`config.mk`:
```
export PLATFORM = sky130hd
export DESIGN_NAME = phong_sqrt
export DESIGN_NICKNAME = d
export VERILOG_FILES = /design/src/rtl/phong_pkg.sv /design/src/rtl/phong_sqrt.sv
export SDC_FILE = /design/constraint.sdc
export NUM_CORES = 2
export LEC_CHECK = 0
export BUFFER_PORTS_ARGS = -buffer_cell sky130_fd_sc_hd__buf_2
export CAP_MARGIN = 20
export CORE_MARGIN = 8
export CORE_UTILIZATION = 48
export DETAILED_ROUTE_END_ITERATION = 12
export PLACE_DENSITY_LB_ADDON = 0.1
export SETUP_SLACK_MARGIN = 0.02
export SLEW_MARGIN = 20
export SYNTH_ARGS = -nofsm -noshare
export SYNTH_HDL_FRONTEND = slang
export SYNTH_SLANG_ARGS = --single-unit
```
`constraint.sdc`:
```
create_clock -name clock -period 2.8 [get_ports clock]
set_input_delay 0.7 -clock clock [delete_from_list [all_inputs] [get_ports clock]]
set_output_delay 0.7 -clock clock [all_outputs]
set_load 0.1 [all_outputs]
```
`src/rtl/phong_pkg.sv`:
```
package phong_pkg;

   localparam int unsigned COORD_W  = 16;
   localparam int unsigned DIR_W    = 16;
   localparam int unsigned LV_W     = COORD_W + 1;
   localparam int unsigned ROOT_W   = LV_W;
   localparam int unsigned RAD_W    = 2 * ROOT_W;
   localparam int unsigned RECIP_W  = 33;
   localparam int unsigned COLOR_W  = 24;
   localparam int unsigned CHAN_W   = 9;
   localparam int unsigned CSR_IDX_W = 3;
   localparam int unsigned ONE_Q14  = 16384;
   localparam int unsigned SPEC_SQUARINGS = 5;

   localparam logic [CSR_IDX_W-1:0] CSR_LIGHT_X  = 3'd0;
   localparam logic [CSR_IDX_W-1:0] CSR_LIGHT_Y  = 3'd1;
   localparam logic [CSR_IDX_W-1:0] CSR_LIGHT_Z  = 3'd2;
   localparam logic [CSR_IDX_W-1:0] CSR_AMBIENT  = 3'd3;
   localparam logic [CSR_IDX_W-1:0] CSR_DIFFUSE  = 3'd4;

   localparam logic [COORD_W-1:0] LIGHT_X_RST = 16'sd0;
   localparam logic [COORD_W-1:0] LIGHT_Y_RST = 16'sd7782;
   localparam logic [COORD_W-1:0] LIGHT_Z_RST = 16'sd0;
   localparam logic [7:0]         AMBIENT_RST = 8'd51;
   localparam logic [7:0]         DIFFUSE_RST = 8'd154;

   // word fields that ride along the sqrt and reciprocal pipes
   typedef struct packed {
      logic [2:0][LV_W-1:0]  lv;
      logic [2:0][DIR_W-1:0] n;
      logic [2:0][DIR_W-1:0] v;
      logic [COLOR_W-1:0]    rgb;
      logic [7:0]            sw;
   } side_type;

   // x / 2^sh, rounded half away from zero
   function automatic logic signed [63:0] rnd_shift(input logic signed [63:0] x,
                                                    input int unsigned sh);
      logic [63:0] m;
      m = x[63] ? 64'(-x) : 64'(x);
      m = (m + (64'd1 << (sh - 1))) >> sh;
      return x[63] ? -$signed(m) : $signed(m);
   endfunction

   function automatic logic signed [63:0] clamp(input logic signed [63:0] x,
                                                input logic signed [63:0] lo,
                                                input logic signed [63:0] hi);
      return (x < lo) ? lo : ((x > hi) ? hi : x);
   endfunction

endpackage

```
`src/rtl/phong_sqrt.sv`:
```
module phong_sqrt
   import phong_pkg::*;
(
   input  logic              clock,
   input  logic              reset,
   input  logic              adv,
   input  logic              in_valid,
   input  logic [RAD_W-1:0]  in_radicand,
   input  side_type          in_side,
   output logic              out_valid,
   output logic [ROOT_W-1:0] out_root,
   output side_type          out_side
);

   // one root bit per stage, restoring digit recurrence
   logic [RAD_W-1:0]  rad_s  [0:ROOT_W];
   logic [ROOT_W+2:0] rem_s  [0:ROOT_W];
   logic [ROOT_W-1:0] root_s [0:ROOT_W];
   logic              vld_s  [0:ROOT_W];
   side_type          side_s [0:ROOT_W];

   assign rad_s[0]  = in_radicand;
   assign rem_s[0]  = '0;
   assign root_s[0] = '0;
   assign vld_s[0]  = in_valid;
   assign side_s[0] = in_side;

   for (genvar g = 0; g < ROOT_W; g++) begin : g_stage
      logic [RAD_W-1:0]  rad_ff, rad_in;
      logic [ROOT_W+2:0] rem_ff, rem_in, cur, trial;
      logic [ROOT_W-1:0] root_ff, root_in;
      logic              vld_ff;
      side_type          side_ff;

      always_comb begin
         cur   = {rem_s[g][ROOT_W:0], rad_s[g][RAD_W-1 -: 2]};
         trial = {1'b0, root_s[g], 2'b01};
         rad_in = {rad_s[g][RAD_W-3:0], 2'b00};
         if (cur >= trial) begin
            rem_in  = cur - trial;
            root_in = {root_s[g][ROOT_W-2:0], 1'b1};
         end else begin
            rem_in  = cur;
            root_in = {root_s[g][ROOT_W-2:0], 1'b0};
         end
      end

      always_ff @(posedge clock) begin
         if (reset) begin
            vld_ff <= 1'b0;
         end else if (adv) begin
            vld_ff <= vld_s[g];
         end
         if (adv) begin
            rad_ff  <= rad_in;
            rem_ff  <= rem_in;
            root_ff <= root_in;
            side_ff <= side_s[g];
         end
      end

      assign rad_s[g+1]  = rad_ff;
      assign rem_s[g+1]  = rem_ff;
      assign root_s[g+1] = root_ff;
      assign vld_s[g+1]  = vld_ff;
      assign side_s[g+1] = side_ff;
   end

   assign out_valid = vld_s[ROOT_W];
   assign out_root  = root_s[ROOT_W];
   assign out_side  = side_s[ROOT_W];

endmodule

```
# After elaboration in Yosys (flattened, before gate mapping)
# Index checks and enable logic that the tools add are counted.
totals:
  regBits: 3758
  latch_bits: 0
  ramBits: 0
  mem_bits_ro: 0
  in_bits: 217
  output_inout_bits: 197
  wordCells: 320
  memories: 0
op_classes:
  addsub: 16
  multipliers: 0
  div_mod_pow: 0
  order_cmp: 17
  n_eq_ne: 0
  n_shift: 0
  n_mux: 33
  bitwise_logic: 0
  n_reduce_logical: 0
op_table:
  columns: ["op", "count"]
  rows:
  - ["$mux 18", 15]
  - ["$ge 20x10->1", 1]
  - ["$ge 20x11->1", 1]
  - ["$ge 20x12->1", 1]
  - ["$ge 20x13->1", 1]
  - ["$ge 20x14->1", 1]
  - ["$ge 20x15->1", 1]
  - ["$ge 20x16->1", 1]
  - ["$ge 20x17->1", 1]
  - ["$ge 20x18->1", 1]
  - ["$ge 20x3->1", 1]
  - ["$ge 20x4->1", 1]
  - ["$ge 20x5->1", 1]
  - ["$ge 20x6->1", 1]
  - ["$ge 20x7->1", 1]
  - ["$ge 20x8->1", 1]
  - ["$ge 20x9->1", 1]
  - ["$sub 18x10->18", 1]
  - ["$sub 18x11->18", 1]
  - ["$sub 18x12->18", 1]
  - ["$sub 18x13->18", 1]
  - ["$sub 18x14->18", 1]
  - ["$sub 18x15->18", 1]
  - ["$sub 18x16->18", 1]
  - ["12 further kinds", 28]

# Depth between registers and ports, before layout
logic_depth:
  ltp_word: 2
  depth_mapped: 11

# Least setup slack after synthesis
# OpenSTA, ideal clock, no wires.
synth_timing:
  kind: "reg2reg"
  startpoint: "reg g_stage[14].rem_ff[9]"
  endpoint: "reg g_stage[15].rem_ff[10] (data pin)"
  setup_time_ps: 260
  arrival_time_ps: 2466
  t_required_ps: 2540
  setup_slack_ps: 74
  stages_incl_launch_ff: 11
  synth_period_minus_slack_ps: 2726
  path_cell_list: "edfxtp_1 > ha_1 > clkbuf_1 > nand4_1 > nor4_1 > nor3_1 > o211ai_1 > nand2_1 > inv_2 > buf_2 > mux2_2"
synth_between:
  elab_chain_len: 2
synth_lines:
  columns: ["item", "line_no", "rtl"]
  rows:
  - ["start, declared", "phong_sqrt.sv:30", "logic [ROOT_W+2:0] rem_ff, rem_in, cur, trial;"]
  - ["start signal, assigned", "phong_sqrt.sv:56", "rem_ff <= rem_in;"]
  - ["$ge 20x17->1", "phong_sqrt.sv:39", "if (cur >= trial) begin"]
  - ["$mux 18", "phong_sqrt.sv:39", null]
  - ["via g_stage[15].rem_in[10]", "phong_sqrt.sv:30", null]
  - ["end signal, assigned", "phong_sqrt.sv:56", null]
  - ["end, declared", "phong_sqrt.sv:30", null]
# The timed path passes the listed nets, and every way through them passes these cells.
# A chain may end at the register's enable or synchronous reset.

# Worst setup path in the final report
layout_timing:
  startpoint: "reg g_stage[13].rem_ff[4]"
  endpoint: "reg g_stage[14].rem_ff[17] (data pin)"
layout_between:
  elab_chain_len: 2
layout_lines:
  columns: ["item", "line_no"]
  rows:
  - ["start, declared", "phong_sqrt.sv:30"]
  - ["start signal, assigned", "phong_sqrt.sv:56"]
  - ["$sub 18x16->18 / $ge 20x16->1 (equally long branches)", "phong_sqrt.sv:40, phong_sqrt.sv:39"]
  - ["$mux 18 (*)", "phong_sqrt.sv:39"]
  - ["via g_stage[14].rem_in[17]", "phong_sqrt.sv:30"]
# Mark *: on every way through the listed nets, which the timed path passes. The rest lies on a longest branch.

==> metrics <==
detailed placement HPWL=102000 microns; setup TNS=0 ns; clock skew=0.0749 ns; Mapped Nets=a little under 6k; CTS max path bufs=4; DRT Pass-1 Iters=5; max cap viols=0; PD cells=842 mW/mm^2; final setup vio count=0; Synth Area per Inst=22.5 sq um; Antenna Violating Nets Remaining=0; row cnt=187; min Tclk post-route=~2.7 ns; Worst setup EP type=register; HP Class=input pin to register; Period Utilization, post-route=between 90% and 100%; vias per inst=just under 5; Die Area=between 0.2 and 0.3 sq mm; ys flop type=edfxtp_1; Die Y-Extent=between 500 and 600 microns; CP Data Arrival Time=roughly 3.2 ns; area of the multi-input gates=0.0110 sq mm; Core Area=about 0.26 sq mm; Seq cells post-synth=3753; max frequency=374 MHz; Mapped Area=roughly 0.12 sq mm; vias in the first global route=roughly 50k; crit-path max FO=10; area grow syn2layout=18.3%; Detailed Route WL=172000 microns; Final WS setup=0.126 ns; register area=0.113 sq mm; Hold Fails Final Rpt=0; Final Core Density=a little under three fifths; root buffer cell=clkbuf_16; Reg clk slew, reported paths=0.06 ns; RSZ-0062 raised after global routing=yes; Total Power=124 mW; Pins Over Slew Limit=0; Vias=50.2k; Max-Slew Margin vs Limit=44.8%; detailed-route DRC error count=0; asr flop ratio synth=0%; Setup WS pre-CTS=0.0148 ns; critical path startpoint category=register; CTS tree=yes; largest net degree at the start of global routing=133; post-synthesis cell type count=77; antenna violations before repair=14; Crit Path Class=register to register; Area contributors post-synth=edfxtp_1 (90%), ha_1 (1.7%), xnor2_1 (0.75%), inv_1 (0.62%), mux2_2 (0.61%); Worst EP required=3.35 ns; htree depth=5; status=finished clean; commonest non-fill, non-tap cell in the layout=edfxtp_1; Final #Nets=7031; Syn Inst Count=5518; first-pass GRT wire length=between 200000 and 300000 microns; share of the synthesized area in the top cell type=90.2%; GRT overflow=0; Worst-Margin Slew=0.828 ns; worst-skew pair later-pin latency=between 0.8 and 0.9 ns; Static Leak=52.0 nW; port bufs=413; Placer Congestion=around 0.85; CTS Buf Count=381; most frequent cells in the layout=edfxtp_1 (3736), buf_2 (412), clkbuf_16 (385); I/O pins=about 410; ratio of cells with drive above 1 in the final layout=18.4%; GRT Total Usage=12.0%; clock sink total=~3.8k; initial drt markers=3315; EDFF count, synth=3736; die width=around 530 microns; synthesis warning total=0; initial core utilization=48.1%; dominant cell type by area after synthesis=edfxtp_1; register area share after synthesis=90.5%; Fillers=19.0k; routed len/inst=16.6 microns; Peak VDD IR=0.632 mV
## cell usage after synthesis, types with 17 or more instances
cell type and n:
o21ai_0 95, a211oi_1 25, nor2_1 155, edfxtp_1 3736, nor4_1 28, clkbuf_1 28
o211ai_1 22, or3_1 33, o21a_1 37, nand2_1 116, nand3_1 48, a21o_1 32
mux2i_1 30, nor2b_1 23, mux2_2 67, ha_1 171, xnor2_1 106, a21oi_1 133
dfxtp_1 17, xor2_1 86, nand2b_1 25, o31ai_1 20, nand4_1 26, inv_1 205
nor3_1 62
## path summary, 6_finish.rpt
check / from / endpoint / slack [ns] / cells past startpoint
min: in_radicand[5] / g_stage[0].rad_ff[7] / 0.08 / 1
min reg2reg: g_stage[4].rad_ff[12] / g_stage[5].rad_ff[14] / 0.35 / 0
max: g_stage[13].rem_ff[4] / g_stage[14].rem_ff[17] / 0.13 / 9
max reg2reg: g_stage[13].rem_ff[4] / g_stage[14].rem_ff[17] / 0.13 / 9
## power by group
group | leakage [nW] | total [mW] | internal (mW) | switching [mW]
logic | 9.47 | 7.35 | 2.69 | 4.66
registers | 36.6 | 67.6 | 66.3 | 1.29
clock network | 5.98 | 49.0 | 28.8 | 20.1
total | 52.0 | 124 | 97.8 | 26.1
## cell type report
type                       instances  share of cell area [%]
antenna                           11                  0.0187
clock buffer                     448                    6.70
clock inverter                   232                    1.64
inverter                         207                   0.528
multi-input combinational       1517                    7.47
sequential                      3753                    76.5
tap                             3402                    2.89
timing repair buffer             783                    4.24
## per-stage QoR
stage | hold WS [ns] | area (sq um) | instances
6_report | 0.0830 | 147000 | 10353
5_1_grt | 0.0103 | 147000 | 10348
4_1_cts | 0.000172 | 147000 | 10338
3_5_place_dp | 0.405 | 133000 | 9502
3_3_place_gp | 0.400 | 133000 | 9502
2_1_floorplan | 0.400 | 124000 | 5518
## flip-flops by register name (all words and copies together) (netlist names)
| name | flops |
|---|---|
| g_stage.rad_ff | 272 |
| out_root | 17 |
| g_stage.root_ff | 136 |
| g_stage.vld_ff | 16 |
| out_side | 179 |
| g_stage.side_ff | 2864 |
| out_valid | 1 |
| g_stage.rem_ff | 268 |
## cells by family after synthesis
| logic type | count (synthesis) | share of synthesized area (%) |
|---|---|---|
| simple gates | 604 | 2.50 |
| mux | 97 | 0.848 |
| flops | 3753 | 90.5 |
| xor+xnor | 192 | 1.35 |
| other cells | 1 | 0.00302 |
| compound gates | 452 | 2.33 |
| fa+ha+maj | 171 | 1.72 |
| buf+inv | 248 | 0.764 |
## worst max-delay path: stages (launching register included)
cell       delay [ns]
edfxtp_1         0.40
ha_1             0.39
o21ai_0          0.26
nor2_1           0.11
or3_1            0.38
a311o_1          0.43
buf_4            0.16
clkbuf_16        0.15
nand2_1          0.06
mux2i_1          0.08
## timing repair
| item | in CTS | in global routing |
|---|---|---|
| pin swaps | 0 | 3 |
| gates resized for setup | 2 | 22 |
| hold endpoints to repair | 156 | 0 |
| buffers inserted | 0 | 3 |
| hold buffers | 156 | 0 |
| gates cloned | 0 | 1 |
| setup endpoints to repair | 12 | 49 |
## per-layer routing
layer / GRT usage (%) / vias to the layer above / wire length (microns)
met1: 16.5 / 24695 / 77600
li1: - / 24077 / -
met2: 19.0 / 989 / 79400
met4: 4.39 / 0 / 5670
met5: 0 / - / 0
met3: 2.94 / 438 / 9090
(Power assumes the default switching activity.)
